===== src/fcvr_pkg.sv =====
package fcvr_pkg;

	// Item kinds on the command channel
	typedef enum logic [1:0] {
		OP_ODOM  = 2'd0,
		OP_CMD   = 2'd1,
		OP_RESET = 2'd2
	} op_t;

	// Register index of the field-mode switch (byte address 4*index)
	localparam logic REG_FIELD_MODE = 1'b0;

	// CORDIC datapath widths: x/y hold the Q.30 vector with gain growth,
	// z holds the angle in units of 2^-32 turn
	localparam int CORDIC_TABLE_LEN = 24;
	localparam int CORDIC_XW        = 36;
	localparam int CORDIC_ZW        = 34;
	localparam int CORDIC_IW        = 5;

	// Width of the multiplicand side of the serial multiplier
	localparam int MUL_PW = 33;

	localparam int Q30_SHIFT = 30;

	localparam logic signed [CORDIC_XW-1:0] CORDIC_INV_GAIN = 36'sd652032874;
	localparam logic signed [CORDIC_XW-1:0] ONE_Q30         = 36'sd1073741824;
	localparam logic signed [CORDIC_ZW-1:0] Z_HALF_TURN     = 34'sd2147483648;
	localparam logic signed [CORDIC_ZW-1:0] Z_YAW_ROUND     = 34'sd32768;
	localparam logic signed [31:0]          ROUND_HALF_Q30  = 32'sd536870912;
	localparam logic signed [15:0]          ANG_QUARTER     = 16'sd16384;

	// Handshake between the sequencer and the CORDIC unit
	typedef struct packed {
		logic start;
		logic vectoring;
	} cordic_req_t;

	typedef struct packed {
		logic busy;
		logic done;
	} cordic_stat_t;

	// atan(2^-i) in units of 2^-32 turn
	function automatic logic [31:0] atan_turn(input logic [CORDIC_IW-1:0] idx);
		logic [31:0] a;
		case (idx)
			5'd0:    a = 32'd536870912;
			5'd1:    a = 32'd316933406;
			5'd2:    a = 32'd167458907;
			5'd3:    a = 32'd85004756;
			5'd4:    a = 32'd42667331;
			5'd5:    a = 32'd21354465;
			5'd6:    a = 32'd10680862;
			5'd7:    a = 32'd5340245;
			5'd8:    a = 32'd2670163;
			5'd9:    a = 32'd1335087;
			5'd10:   a = 32'd667544;
			5'd11:   a = 32'd333772;
			5'd12:   a = 32'd166886;
			5'd13:   a = 32'd83443;
			5'd14:   a = 32'd41722;
			5'd15:   a = 32'd20861;
			5'd16:   a = 32'd10430;
			5'd17:   a = 32'd5215;
			5'd18:   a = 32'd2608;
			5'd19:   a = 32'd1304;
			5'd20:   a = 32'd652;
			5'd21:   a = 32'd326;
			5'd22:   a = 32'd163;
			5'd23:   a = 32'd81;
			default: a = 32'd0;
		endcase
		return a;
	endfunction

endpackage


===== src/fcvr_ifs.sv =====
// Command channel: odometry, velocity command and heading reset words
interface fcvr_cmd_if #(parameter int DATA_WIDTH = 16);
	logic                         valid;
	logic                         ready;
	logic [1:0]                   operation;
	logic signed [15:0]           quat_w;
	logic signed [15:0]           quat_x;
	logic signed [15:0]           quat_y;
	logic signed [15:0]           quat_z;
	logic signed [DATA_WIDTH-1:0] cmd_vx;
	logic signed [DATA_WIDTH-1:0] cmd_vy;
	logic signed [DATA_WIDTH-1:0] omega_in;

	modport source (
		output valid, operation, quat_w, quat_x, quat_y, quat_z, cmd_vx, cmd_vy, omega_in,
		input  ready
	);
	modport sink (
		input  valid, operation, quat_w, quat_x, quat_y, quat_z, cmd_vx, cmd_vy, omega_in,
		output ready
	);
endinterface

// Result channel: robot-frame velocity words
interface fcvr_res_if #(parameter int DATA_WIDTH = 16);
	logic                         valid;
	logic                         ready;
	logic signed [DATA_WIDTH-1:0] out_vx;
	logic signed [DATA_WIDTH-1:0] out_vy;
	logic signed [DATA_WIDTH-1:0] out_omega;
	logic                         was_rotated;

	modport source (
		output valid, out_vx, out_vy, out_omega, was_rotated,
		input  ready
	);
	modport sink (
		input  valid, out_vx, out_vy, out_omega, was_rotated,
		output ready
	);
endinterface


===== src/fcvr_smac.sv =====
// Serial dual multiply-accumulate, one multiplier bit per cycle, MSB first:
//   acc0 = m0*p0 + m1*p1,  acc1 = m1*p2 + m0*p3
module fcvr_smac #(
	parameter int MW = 16,
	parameter int PW = 33
) (
	input  logic                     clk,
	input  logic                     arst_n,
	input  logic                     start,
	input  logic signed [MW-1:0]     m0,
	input  logic signed [MW-1:0]     m1,
	input  logic signed [PW-1:0]     p0,
	input  logic signed [PW-1:0]     p1,
	input  logic signed [PW-1:0]     p2,
	input  logic signed [PW-1:0]     p3,
	output logic                     done,
	output logic signed [MW+PW:0]    acc0,
	output logic signed [MW+PW:0]    acc1
);

	localparam int AW = MW + PW + 1;
	localparam int CW = $clog2(MW);

	logic              busy_q;
	logic              done_q;
	logic              first_q;
	logic [CW-1:0]     cnt_q;
	logic [MW-1:0]     m0_q;
	logic [MW-1:0]     m1_q;
	logic signed [PW-1:0] p0_q, p1_q, p2_q, p3_q;
	logic signed [AW-1:0] acc0_q, acc1_q;
	logic signed [AW-1:0] t0, t1;
	logic signed [AW-1:0] e0, e1, e2, e3;
	logic              last;

	assign last = (cnt_q == CW'(MW - 1));

	// Partial products for the current multiplier bits; the sign bit weighs negative
	always_comb begin
		e0 = AW'(p0_q);
		e1 = AW'(p1_q);
		e2 = AW'(p2_q);
		e3 = AW'(p3_q);
		t0 = (m0_q[MW-1] ? e0 : '0) + (m1_q[MW-1] ? e1 : '0);
		t1 = (m1_q[MW-1] ? e2 : '0) + (m0_q[MW-1] ? e3 : '0);
		if (first_q) begin
			t0 = -t0;
			t1 = -t1;
		end
	end

	// Control
	always_ff @(posedge clk or negedge arst_n) begin
		if (!arst_n) begin
			busy_q  <= 1'b0;
			done_q  <= 1'b0;
			first_q <= 1'b0;
			cnt_q   <= '0;
		end else begin
			done_q <= busy_q && last;
			if (start) begin
				busy_q  <= 1'b1;
				first_q <= 1'b1;
				cnt_q   <= '0;
			end else if (busy_q) begin
				first_q <= 1'b0;
				cnt_q   <= cnt_q + CW'(1);
				if (last) begin
					busy_q <= 1'b0;
				end
			end
		end
	end

	// Operand shift registers and accumulators
	always_ff @(posedge clk) begin
		if (start) begin
			m0_q   <= m0;
			m1_q   <= m1;
			p0_q   <= p0;
			p1_q   <= p1;
			p2_q   <= p2;
			p3_q   <= p3;
			acc0_q <= '0;
			acc1_q <= '0;
		end else if (busy_q) begin
			m0_q   <= {m0_q[MW-2:0], 1'b0};
			m1_q   <= {m1_q[MW-2:0], 1'b0};
			acc0_q <= (acc0_q <<< 1) + t0;
			acc1_q <= (acc1_q <<< 1) + t1;
		end
	end

	assign done = done_q;
	assign acc0 = acc0_q;
	assign acc1 = acc1_q;

endmodule


===== src/fcvr_cordic.sv =====
// Iterative CORDIC, one micro-rotation per cycle.
// Vectoring: atan2(vec_y, vec_x) as a 16-bit binary angle on yaw.
// Rotation: cos/sin in Q.30 of angle on cos_out/sin_out.
module fcvr_cordic #(
	parameter int STEPS = 16
) (
	input  logic                                      clk,
	input  logic                                      arst_n,
	input  fcvr_pkg::cordic_req_t                     req,
	input  logic signed [fcvr_pkg::CORDIC_XW-1:0]     vec_x,
	input  logic signed [fcvr_pkg::CORDIC_XW-1:0]     vec_y,
	input  logic [15:0]                               angle,
	output fcvr_pkg::cordic_stat_t                    stat,
	output logic signed [fcvr_pkg::CORDIC_XW-1:0]     cos_out,
	output logic signed [fcvr_pkg::CORDIC_XW-1:0]     sin_out,
	output logic [15:0]                               yaw
);

	localparam int XW = fcvr_pkg::CORDIC_XW;
	localparam int ZW = fcvr_pkg::CORDIC_ZW;
	localparam int IW = fcvr_pkg::CORDIC_IW;

	logic                 busy_q, done_q;
	logic [IW-1:0]        i_q;
	logic                 vec_q, flip_q, zero_q;
	logic signed [XW-1:0] x_q, y_q;
	logic signed [ZW-1:0] z_q;

	logic signed [XW-1:0] xs, ys;
	logic signed [ZW-1:0] at;
	logic                 dpos, same, last;
	logic signed [ZW-1:0] z_ang, z_rot0;
	logic                 rot_flip;
	logic signed [ZW-1:0] yaw_sum;

	assign last = (i_q == IW'(STEPS - 1));

	// Rotation start: fold the angle into [-quarter, +quarter] turn
	always_comb begin
		z_ang    = {{(ZW-32){angle[15]}}, angle, 16'h0000};
		rot_flip = 1'b0;
		z_rot0   = z_ang;
		if ($signed(angle) > fcvr_pkg::ANG_QUARTER) begin
			z_rot0   = z_ang - fcvr_pkg::Z_HALF_TURN;
			rot_flip = 1'b1;
		end else if ($signed(angle) < -fcvr_pkg::ANG_QUARTER) begin
			z_rot0   = z_ang + fcvr_pkg::Z_HALF_TURN;
			rot_flip = 1'b1;
		end
	end

	// One micro-rotation: direction from y in vectoring, from z in rotation
	always_comb begin
		xs   = x_q >>> i_q;
		ys   = y_q >>> i_q;
		at   = ZW'(fcvr_pkg::atan_turn(i_q));
		dpos = vec_q ? ~y_q[XW-1] : ~z_q[ZW-1];
		same = (vec_q == dpos);
	end

	// Control
	always_ff @(posedge clk or negedge arst_n) begin
		if (!arst_n) begin
			busy_q <= 1'b0;
			done_q <= 1'b0;
			i_q    <= '0;
		end else begin
			done_q <= busy_q && last;
			if (req.start) begin
				busy_q <= 1'b1;
				i_q    <= '0;
			end else if (busy_q) begin
				i_q <= i_q + IW'(1);
				if (last) begin
					busy_q <= 1'b0;
				end
			end
		end
	end

	// Datapath
	always_ff @(posedge clk) begin
		if (req.start) begin
			vec_q <= req.vectoring;
			if (req.vectoring) begin
				flip_q <= 1'b0;
				zero_q <= (vec_x == '0) && (vec_y == '0);
				if (vec_x[XW-1]) begin
					x_q <= -vec_x;
					y_q <= -vec_y;
					z_q <= fcvr_pkg::Z_HALF_TURN;
				end else begin
					x_q <= vec_x;
					y_q <= vec_y;
					z_q <= '0;
				end
			end else begin
				flip_q <= rot_flip;
				zero_q <= 1'b0;
				x_q    <= fcvr_pkg::CORDIC_INV_GAIN;
				y_q    <= '0;
				z_q    <= z_rot0;
			end
		end else if (busy_q) begin
			x_q <= same ? x_q + ys : x_q - ys;
			y_q <= same ? y_q - xs : y_q + xs;
			z_q <= same ? z_q + at : z_q - at;
		end
	end

	// Results
	assign yaw_sum = z_q + fcvr_pkg::Z_YAW_ROUND;
	assign yaw     = zero_q ? 16'h0000 : yaw_sum[31:16];
	assign cos_out = flip_q ? -x_q : x_q;
	assign sin_out = flip_q ? -y_q : y_q;
	assign stat    = '{busy: busy_q, done: done_q};

endmodule


===== src/field_centric_velocity_rotator_top.sv =====
// Field-centric velocity rotator.
// cmd (valid/ready) carries three word kinds chosen by operation: odometry
// (quaternion -> yaw via atan2), velocity command (gives one res word) and
// heading reset (offset := current yaw). Unused codes are dropped.
// res (valid/ready) returns the robot-frame velocity; omega is copied, and
// was_rotated tells whether the yaw-minus-offset rotation was applied.
// APB port: register 0 (address 0) is the field-mode switch, reset value 1.
// Steps: odometry runs the serial quaternion products, then the vectoring
// CORDIC; a rotated command runs the rotation CORDIC, then the serial
// velocity products, then its res word is registered; a pass-through
// command goes straight to the output register; heading reset and unused
// codes use neither unit. The serial multiplier (one multiplier bit per
// cycle) and the CORDIC unit (one micro-rotation per cycle) do the work;
// one word is in work at a time. A finished res word sits in an output
// register; odometry and reset words are still taken while res is
// stalled, and a taken command waits for the register to drain. Reset
// clears yaw, offset, the odometry-seen flag and any pending res word.
module field_centric_velocity_rotator_top #(
	parameter int CORDIC_STEPS = 16,
	parameter int DATA_WIDTH   = 16
) (
	input  logic         clk,
	input  logic         arst_n,
	input  logic         psel,
	input  logic         penable,
	input  logic         pwrite,
	input  logic [2:0]   paddr,
	input  logic [31:0]  pwdata,
	output logic [31:0]  prdata,
	output logic         pready,
	fcvr_cmd_if.sink     cmd,
	fcvr_res_if.source   res
);

	localparam int STEPS = (CORDIC_STEPS > fcvr_pkg::CORDIC_TABLE_LEN) ?
		fcvr_pkg::CORDIC_TABLE_LEN : CORDIC_STEPS;
	localparam int MW = (DATA_WIDTH > 16) ? DATA_WIDTH : 16;
	localparam int PW = fcvr_pkg::MUL_PW;
	localparam int AW = MW + PW + 1;
	localparam int XW = fcvr_pkg::CORDIC_XW;

	localparam logic signed [AW-1:0] RND     = AW'(fcvr_pkg::ROUND_HALF_Q30);
	localparam logic signed [AW-1:0] OUT_MAX = AW'((64'sd1 <<< (DATA_WIDTH - 1)) - 64'sd1);
	localparam logic signed [AW-1:0] OUT_MIN = -OUT_MAX - AW'(1);

	typedef enum logic [5:0] {
		S_IDLE = 6'b000001,
		S_QMUL = 6'b000010,
		S_VEC  = 6'b000100,
		S_ROT  = 6'b001000,
		S_CMUL = 6'b010000,
		S_EMIT = 6'b100000
	} state_t;

	state_t state_q;

	logic                         ugf_q;
	logic [15:0]                  yaw_q;
	logic [15:0]                  offset_q;
	logic                         seen_q;
	logic                         rot_q;
	logic signed [DATA_WIDTH-1:0] vx_q, vy_q, om_q;

	logic                         res_valid_q;
	logic signed [DATA_WIDTH-1:0] res_vx_q, res_vy_q, res_om_q;
	logic                         res_rot_q;

	logic cmd_acc, cfg_wr, rotate_now, emit_go;

	fcvr_pkg::cordic_req_t  creq;
	fcvr_pkg::cordic_stat_t cstat;
	logic signed [XW-1:0]   c_vx, c_vy, c_cos, c_sin;
	logic [15:0]            c_yaw;

	logic                 mac_start, mac_done;
	logic signed [MW-1:0] m0, m1;
	logic signed [PW-1:0] p0, p1, p2, p3;
	logic signed [AW-1:0] acc0, acc1;

	logic signed [AW-1:0]         rx, ry;
	logic signed [DATA_WIDTH-1:0] sx, sy;

	// Configuration port
	assign pready = 1'b1;
	assign cfg_wr = psel && penable && pwrite && (paddr[2] == fcvr_pkg::REG_FIELD_MODE);
	assign prdata = (paddr[2] == fcvr_pkg::REG_FIELD_MODE) ? {31'd0, ugf_q} : 32'd0;

	always_ff @(posedge clk or negedge arst_n) begin
		if (!arst_n) begin
			ugf_q <= 1'b1;
		end else if (cfg_wr) begin
			ugf_q <= pwdata[0];
		end
	end

	// Handshakes
	assign cmd.ready  = (state_q == S_IDLE);
	assign cmd_acc    = cmd.valid && cmd.ready;
	assign rotate_now = ugf_q && seen_q;
	assign emit_go    = (state_q == S_EMIT) && (!res_valid_q || res.ready);

	// Unit starts
	assign mac_start = (cmd_acc && (cmd.operation == fcvr_pkg::OP_ODOM)) ||
		((state_q == S_ROT) && cstat.done);
	assign creq = '{
		start: (cmd_acc && (cmd.operation == fcvr_pkg::OP_CMD) && rotate_now) ||
			((state_q == S_QMUL) && mac_done),
		vectoring: (state_q == S_QMUL)
	};

	// Multiplier operands: quaternion products or velocity rotation
	always_comb begin
		if (state_q == S_IDLE) begin
			m0 = MW'(cmd.quat_z);
			m1 = MW'(cmd.quat_y);
			p0 = PW'(cmd.quat_w);
			p1 = PW'(cmd.quat_x);
			p2 = PW'(cmd.quat_y);
			p3 = PW'(cmd.quat_z);
		end else begin
			m0 = MW'(vx_q);
			m1 = MW'(vy_q);
			p0 = PW'(c_cos);
			p1 = PW'(c_sin);
			p2 = PW'(c_cos);
			p3 = PW'(-c_sin);
		end
	end

	// s = 2(wz+xy), c = 1 - 2(y^2+z^2) in Q.30
	assign c_vy = {acc0[XW-2:0], 1'b0};
	assign c_vx = fcvr_pkg::ONE_Q30 - {acc1[XW-2:0], 1'b0};

	fcvr_smac #(
		.MW (MW),
		.PW (PW)
	) u_smac (
		.clk    (clk),
		.arst_n (arst_n),
		.start  (mac_start),
		.m0     (m0),
		.m1     (m1),
		.p0     (p0),
		.p1     (p1),
		.p2     (p2),
		.p3     (p3),
		.done   (mac_done),
		.acc0   (acc0),
		.acc1   (acc1)
	);

	fcvr_cordic #(
		.STEPS (STEPS)
	) u_cordic (
		.clk     (clk),
		.arst_n  (arst_n),
		.req     (creq),
		.vec_x   (c_vx),
		.vec_y   (c_vy),
		.angle   (yaw_q - offset_q),
		.stat    (cstat),
		.cos_out (c_cos),
		.sin_out (c_sin),
		.yaw     (c_yaw)
	);

	// Round Q.30 sums to Q8.8 and saturate
	always_comb begin
		rx = (acc0 + RND) >>> fcvr_pkg::Q30_SHIFT;
		ry = (acc1 + RND) >>> fcvr_pkg::Q30_SHIFT;
		if (rx > OUT_MAX) begin
			sx = OUT_MAX[DATA_WIDTH-1:0];
		end else if (rx < OUT_MIN) begin
			sx = OUT_MIN[DATA_WIDTH-1:0];
		end else begin
			sx = rx[DATA_WIDTH-1:0];
		end
		if (ry > OUT_MAX) begin
			sy = OUT_MAX[DATA_WIDTH-1:0];
		end else if (ry < OUT_MIN) begin
			sy = OUT_MIN[DATA_WIDTH-1:0];
		end else begin
			sy = ry[DATA_WIDTH-1:0];
		end
	end

	// Sequencer and heading state
	always_ff @(posedge clk or negedge arst_n) begin
		if (!arst_n) begin
			state_q  <= S_IDLE;
			yaw_q    <= '0;
			offset_q <= '0;
			seen_q   <= 1'b0;
			rot_q    <= 1'b0;
		end else begin
			case (state_q)
				S_IDLE: begin
					if (cmd_acc) begin
						case (cmd.operation)
							fcvr_pkg::OP_ODOM: begin
								state_q <= S_QMUL;
							end
							fcvr_pkg::OP_CMD: begin
								rot_q   <= rotate_now;
								state_q <= rotate_now ? S_ROT : S_EMIT;
							end
							fcvr_pkg::OP_RESET: begin
								offset_q <= yaw_q;
							end
							default: begin
							end
						endcase
					end
				end
				S_QMUL: begin
					if (mac_done) begin
						state_q <= S_VEC;
					end
				end
				S_VEC: begin
					if (cstat.done) begin
						yaw_q <= c_yaw;
						if (!seen_q) begin
							offset_q <= c_yaw;
							seen_q   <= 1'b1;
						end
						state_q <= S_IDLE;
					end
				end
				S_ROT: begin
					if (cstat.done) begin
						state_q <= S_CMUL;
					end
				end
				S_CMUL: begin
					if (mac_done) begin
						state_q <= S_EMIT;
					end
				end
				S_EMIT: begin
					if (emit_go) begin
						state_q <= S_IDLE;
					end
				end
				default: begin
					state_q <= S_IDLE;
				end
			endcase
		end
	end

	// Command payload
	always_ff @(posedge clk) begin
		if (cmd_acc && (cmd.operation == fcvr_pkg::OP_CMD)) begin
			vx_q <= cmd.cmd_vx;
			vy_q <= cmd.cmd_vy;
			om_q <= cmd.omega_in;
		end
	end

	// Output register
	always_ff @(posedge clk or negedge arst_n) begin
		if (!arst_n) begin
			res_valid_q <= 1'b0;
		end else if (emit_go) begin
			res_valid_q <= 1'b1;
		end else if (res.ready) begin
			res_valid_q <= 1'b0;
		end
	end

	always_ff @(posedge clk) begin
		if (emit_go) begin
			res_vx_q  <= rot_q ? sx : vx_q;
			res_vy_q  <= rot_q ? sy : vy_q;
			res_om_q  <= om_q;
			res_rot_q <= rot_q;
		end
	end

	assign res.valid       = res_valid_q;
	assign res.out_vx      = res_vx_q;
	assign res.out_vy      = res_vy_q;
	assign res.out_omega   = res_om_q;
	assign res.was_rotated = res_rot_q;

	// A rotated result needs a heading from odometry
	a_rot_needs_odom: assert property (@(posedge clk) disable iff (!arst_n)
		res_valid_q |-> (!res_rot_q || seen_q))
		else $error("rotated result without odometry");

	// The CORDIC unit is never restarted mid-run
	a_cordic_start_idle: assert property (@(posedge clk) disable iff (!arst_n)
		creq.start |-> !cstat.busy)
		else $error("CORDIC started while busy");

	// Multiplier completes only in the states that wait on it
	a_mac_done_state: assert property (@(posedge clk) disable iff (!arst_n)
		mac_done |-> (state_q == S_QMUL || state_q == S_CMUL))
		else $error("multiplier done in wrong state");

	// CORDIC completes only in the states that wait on it
	a_cordic_done_state: assert property (@(posedge clk) disable iff (!arst_n)
		cstat.done |-> (state_q == S_VEC || state_q == S_ROT))
		else $error("CORDIC done in wrong state");

	// A result held back by a full output register is not lost
	a_emit_holds: assert property (@(posedge clk) disable iff (!arst_n)
		(state_q == S_EMIT && res_valid_q && !res.ready) |=> (state_q == S_EMIT))
		else $error("result dropped while output stalled");

endmodule


===== src/flat_wrapper.sv =====
// flat-port wrapper written by rule: the top's interface ports become plain ports
module field_centric_velocity_rotator_top_flat 
#(
	parameter int CORDIC_STEPS = 16,
	parameter int DATA_WIDTH   = 16
)
  (clk, arst_n, psel, penable, pwrite, paddr, pwdata, prdata, pready, cmd_valid, cmd_operation, cmd_quat_w, cmd_quat_x, cmd_quat_y, cmd_quat_z, cmd_cmd_vx, cmd_cmd_vy, cmd_omega_in, cmd_ready, res_valid, res_out_vx, res_out_vy, res_out_omega, res_was_rotated, res_ready);
  fcvr_cmd_if #(.DATA_WIDTH(DATA_WIDTH)) cmd_i ();
  fcvr_res_if #(.DATA_WIDTH(DATA_WIDTH)) res_i ();
  input  logic clk;
  input  logic arst_n;
  input  logic psel;
  input  logic penable;
  input  logic pwrite;
  input  logic [2:0] paddr;
  input  logic [31:0] pwdata;
  output logic [31:0] prdata;
  output logic pready;
  input wire logic [$bits(cmd_i.valid)-1:0] cmd_valid;
  input wire logic [$bits(cmd_i.operation)-1:0] cmd_operation;
  input wire logic [$bits(cmd_i.quat_w)-1:0] cmd_quat_w;
  input wire logic [$bits(cmd_i.quat_x)-1:0] cmd_quat_x;
  input wire logic [$bits(cmd_i.quat_y)-1:0] cmd_quat_y;
  input wire logic [$bits(cmd_i.quat_z)-1:0] cmd_quat_z;
  input wire logic [$bits(cmd_i.cmd_vx)-1:0] cmd_cmd_vx;
  input wire logic [$bits(cmd_i.cmd_vy)-1:0] cmd_cmd_vy;
  input wire logic [$bits(cmd_i.omega_in)-1:0] cmd_omega_in;
  output wire logic [$bits(cmd_i.ready)-1:0] cmd_ready;
  output wire logic [$bits(res_i.valid)-1:0] res_valid;
  output wire logic [$bits(res_i.out_vx)-1:0] res_out_vx;
  output wire logic [$bits(res_i.out_vy)-1:0] res_out_vy;
  output wire logic [$bits(res_i.out_omega)-1:0] res_out_omega;
  output wire logic [$bits(res_i.was_rotated)-1:0] res_was_rotated;
  input wire logic [$bits(res_i.ready)-1:0] res_ready;
  assign cmd_i.valid = cmd_valid;
  assign cmd_i.operation = cmd_operation;
  assign cmd_i.quat_w = cmd_quat_w;
  assign cmd_i.quat_x = cmd_quat_x;
  assign cmd_i.quat_y = cmd_quat_y;
  assign cmd_i.quat_z = cmd_quat_z;
  assign cmd_i.cmd_vx = cmd_cmd_vx;
  assign cmd_i.cmd_vy = cmd_cmd_vy;
  assign cmd_i.omega_in = cmd_omega_in;
  assign cmd_ready = cmd_i.ready;
  assign res_valid = res_i.valid;
  assign res_out_vx = res_i.out_vx;
  assign res_out_vy = res_i.out_vy;
  assign res_out_omega = res_i.out_omega;
  assign res_was_rotated = res_i.was_rotated;
  assign res_i.ready = res_ready;
  field_centric_velocity_rotator_top #(.CORDIC_STEPS(CORDIC_STEPS), .DATA_WIDTH(DATA_WIDTH)) u_core (.clk(clk), .arst_n(arst_n), .psel(psel), .penable(penable), .pwrite(pwrite), .paddr(paddr), .pwdata(pwdata), .prdata(prdata), .pready(pready), .cmd(cmd_i), .res(res_i));
endmodule

===== config.mk =====
export PLATFORM = sky130hd
export DESIGN_NAME = field_centric_velocity_rotator_top_flat
export DESIGN_NICKNAME = d
export VERILOG_FILES = /design/src/fcvr_pkg.sv /design/src/fcvr_ifs.sv /design/src/fcvr_smac.sv /design/src/fcvr_cordic.sv /design/src/field_centric_velocity_rotator_top.sv /design/src/flat_wrapper.sv
export SDC_FILE = /design/constraint.sdc
export NUM_CORES = 2
export LEC_CHECK = 0
export ABC_AREA = 0
export BUFFER_PORTS_ARGS = -buffer_cell sky130_fd_sc_hd__clkbuf_2
export CORE_MARGIN = 2
export CORE_UTILIZATION = 43
export CTS_BUF_LIST = sky130_fd_sc_hd__clkbuf_4
export DETAILED_ROUTE_END_ITERATION = 10
export PLACE_DENSITY_LB_ADDON = 0.25
export RECOVER_POWER = 100
export SKIP_CTS_REPAIR_TIMING = 1
export SYNTH_ARGS = -nofsm -noshare
export SYNTH_HDL_FRONTEND = slang
export SYNTH_SLANG_ARGS = --single-unit
export TNS_END_PERCENT = 10

===== constraint.sdc =====
create_clock -name clk -period 7.11 [get_ports clk]
set_input_delay 0.3555 -clock clk [delete_from_list [all_inputs] [get_ports clk]]
set_output_delay 0.3555 -clock clk [all_outputs]
set_load 0.02 [all_outputs]

==> qor.csv <==
stage,metric,value,unit
run_status,status,"finished, violations left",
run_status,failing checks,"max-capacitance violations, max-slew violations",
drt,DR WL/cell,21.9,um
setup_path,Worst setup EP type,register,
synth,Synth Area in Adders,0.0798,
drt,post-route ant nets,0,
floorplanning,Die Y,345,um
setup_path,RR Startpoint,u_core.u_smac.m0_q[15]$_DFFE_PP_,
synth,Post-synth ARST share,0.106,
sta,Worst slew margin,-1.41,
worst_hold_path,Worst Hold Path EP,u_core.u_smac.p0_q[3]$_DFFE_PN_,
placed_design,routability cong.,0.958,
global_route,initial antenna violation count,9,
sta,FMAX,0.146,GHz
global_route,total gr overflow,0,
synth,"Top FF cell, synth",edfxtp_1,
sta,Worst Skew,0.0828,ns
synth,simple-gate share of the synthesized area,0.179,
synth,mux cell area share after synthesis,0.0803,
sta,final count of pins violating max slew,586,
drt,drt pass-1 iters,8,
synth,"Seq/Total Area, Yosys",0.291,
setup_path,RR Endpoint,u_core.u_smac.acc0[38]$_SDFFE_PN0P_,
cells_and_area,nets,6555,
sta,Final Hold Fails,0,
placed_design,DP Area,52600,sq um
floorplanning,Die ar.,119000,sq um
cts,"Reg clk slew, reported paths",0.07,ns
cts,CTS tree,done,
cells_and_area,share of cells above drive strength 1,0.125,
placed_design,dpl cells,7270,
worst_hold_path,HP Class,primary input to register,
drt,DR vias/cell,6.02,
global_route,pin count of the biggest net entering global routing,152,
drt,initial drt markers,4603,
placed_design,Post-Place Worst Slack,0.146,ns
floorplanning,Placeable Area,115000,sq um
setup_path,CP Launch Type,register,
synth,xor/xnor share of the synthesized area,0.113,
cells_and_area,"commonest non-fill, non-tap cell in the layout",nor2_1,
cells_and_area,"Design Area, Final",56300,sq um
setup_path,Setup CP Type,register to register,
synth,Netlist cell types,123,
sta,Period minus WS final,6.86,ns
sta,setup violators final,0,
setup_path,Reg2Reg Setup Slack,0.25,ns
drt,vias,46500,
synth,largest family of logic cells by synthesized area,compound AO/OA/AOI/OAI gates,
cts,H-tree Lvls,4,
sta,Worst Tran Pin Value,3.62,ns
setup_path,CP Data Required Time,8.14,ns
setup_path,Arrival @ worst endpoint,7.89,ns
global_route,GR Util All Layers,0.273,
synth,Synth Instances,5734,
synth,"EDFF count, synth",370,
global_route,first-pass GRT wire length,252000,um
global_route,number of global-route vias before repair,42000,
cells_and_area,most frequent cells in the layout,"nor2_1, nand2_1, a21oi_1",
worst_hold_path,hold depth,3,
cells_and_area,non-filler instance count after layout,7729,
drt,"wirelength, routed",169000,um
flow_run,max_cap viols,8,
drt,DRC,0,
cells_and_area,Area growth syn-to-layout,12.9,%
setup_path,worst-path fanout max,11,
placed_design,I/O Buffers,174,
floorplanning,initial core utilization,0.435,
cts,clk_lat worst skew,1.16,ns
synth,Post-Synthesis Cell Area,49900,sq um
sta,RSZ-0062 raised after global routing,yes,
floorplanning,Die Span X,345,um
cells_and_area,# fillers,10900,
worst_hold_path,Worst Hold Launch,cmd_quat_w[3],
sta,post-route setup slack,0.253,ns
synth,compound-cell area share of the yosys netlist,0.215,
sta,period utilization,0.964,
synth,YS warnings,0,
placed_design,dpl hpwl,125000,um
synth,register bit total from synthesis,526,
floorplanning,Placement Rows,124,
cts,Max clock buf depth,3,
sta,worst hold slack,0.0637,ns
floorplanning,Boundary Pins,240,
cts,TritonCTS Buffers,152,
synth,Mean Syn Cell Area,8.70,sq um
cts,clock sink count,526,
cts,clock root cell,clkbuf_4,
setup_path,worst r2r path cells,27,
[cell type report]
type / count / area, sq um / area share
Multi-Input combinational cell: 4742 / 33600 / 0.596
Sequential cell: 526 / 14500 / 0.258
Timing Repair Buffer: 508 / 3720 / 0.0662
Tap cell: 1512 / 1890 / 0.0336
Clock buffer: 204 / 1530 / 0.0272
Inverter: 156 / 593 / 0.0105
Clock inverter: 72 / 418 / 0.00743
Antenna cell: 9 / 22.5 / 0.000400
[Yosys cell counts, types with 44 or more instances]
cell / instances / area (sq um)
a211oi_1: 53 / 398
a21o_1: 150 / 1130
a21oi_1: 470 / 2350
a31oi_1: 107 / 669
and2_1: 172 / 1080
and3_1: 48 / 300
clkbuf_1: 228 / 856
dfrtp_1: 54 / 1350
dfxtp_1: 100 / 2000
edfxtp_1: 370 / 11100
ha_1: 305 / 3820
inv_1: 150 / 563
mux2i_1: 105 / 1050
mux4_2: 105 / 2360
nand2_1: 485 / 1820
nand2b_1: 66 / 413
nand3_1: 106 / 531
nand4_1: 48 / 300
nor2_1: 501 / 1880
nor2b_1: 46 / 288
nor3_1: 108 / 541
o211ai_1: 61 / 458
o21a_1: 96 / 721
o21ai_0: 333 / 1670
o21bai_1: 44 / 330
o22ai_1: 71 / 444
o31ai_1: 72 / 541
or3_1: 63 / 394
xnor2_1: 363 / 3180
xor2_1: 277 / 2430
[worst max-delay path, stage by stage (launching register included)]
cell       delay, ns
edfxtp_1        0.40
buf_4           0.17
buf_4           0.16
and2_1          0.15
ha_1            0.38
nand3_1         0.08
or3_1           0.45
a211oi_2        0.31
o22ai_1         0.19
a31o_1          0.29
a311oi_2        0.30
nand4bb_1       0.22
or3_1           0.45
or3_1           0.38
o21ai_0         0.23
xor2_1          0.22
ha_1            0.27
a21oi_1         0.20
o21bai_1        0.09
a21o_1          0.17
a21o_1          0.17
a21o_1          0.18
a21oi_1         0.15
nor2b_1         0.07
a311o_1         0.32
a2111oi_1       0.42
o41ai_1         0.14
and2_1          0.17
[metrics by stage]
stage	utilization	TNS, ns
after floorplan	-	0
after global placement	0.459	0
after detailed placement	0.459	0
after CTS	0.476	0
after global routing	0.491	-1.49
final	0.491	0
[worst max path at each step]
| stage | startpoint | to | slack (ns) | cells after the start |
|---|---|---|---|---|
| finish | u_core.u_smac.m0_q[15]$_DFFE_PP_ | u_core.u_smac.acc0[38]$_SDFFE_PN0P_ | 0.25 | 27 |
| global route | u_core.u_smac.m0_q[15]$_DFFE_PP_ | u_core.u_smac.acc0[38]$_SDFFE_PN0P_ | -0.12 | 28 |
| CTS | u_core.u_smac.m1_q[15]$_DFFE_PP_ | u_core.u_smac.acc1[46]$_SDFFE_PN0P_ | 0.07 | 30 |
| detailed placement | u_core.u_smac.m1_q[15]$_DFFE_PP_ | u_core.u_smac.acc1[46]$_SDFFE_PN0P_ | 0.15 | 30 |
| global placement | u_core.u_smac.m1_q[15]$_DFFE_PP_ | u_core.u_smac.acc1[46]$_SDFFE_PN0P_ | 0.13 | 30 |
| floorplan | u_core.u_smac.m1_q[15]$_DFFE_PP_ | u_core.u_smac.acc1[46]$_SDFFE_PN0P_ | 0.45 | 29 |
[routing by layer]
metal | GRT usage | vias up | wire [um]
met1 | 0.388 | 22300 | 74200
met4 | 0.103 | 2 | 6340
met2 | 0.410 | 1971 | 74500
met3 | 0.0513 | 361 | 14400
met5 | 0 | - | 10
li1 | - | 21900 | -
[sequential cells by signal (all words and copies together), names as in the netlist, 34 cells and up]
signal,flops
u_core.u_cordic.x_q,36
u_core.u_cordic.y_q,36
u_core.u_cordic.z_q,34
u_core.u_smac.acc0,50
u_core.u_smac.acc1,50
[kinds of logic after synthesis]
family / count (synthesis)
AOI/OAI and AO/OA: 1678
xor gates and xnor gates: 641
adders and majority gates: 313
buffers and inverters: 496
DFF: 526
muxes: 262
other: 2
and+or+nand+nor: 1816
Power is not shown: default switching activity piles up to over one toggle a cycle in this logic, so the estimate is an artifact.
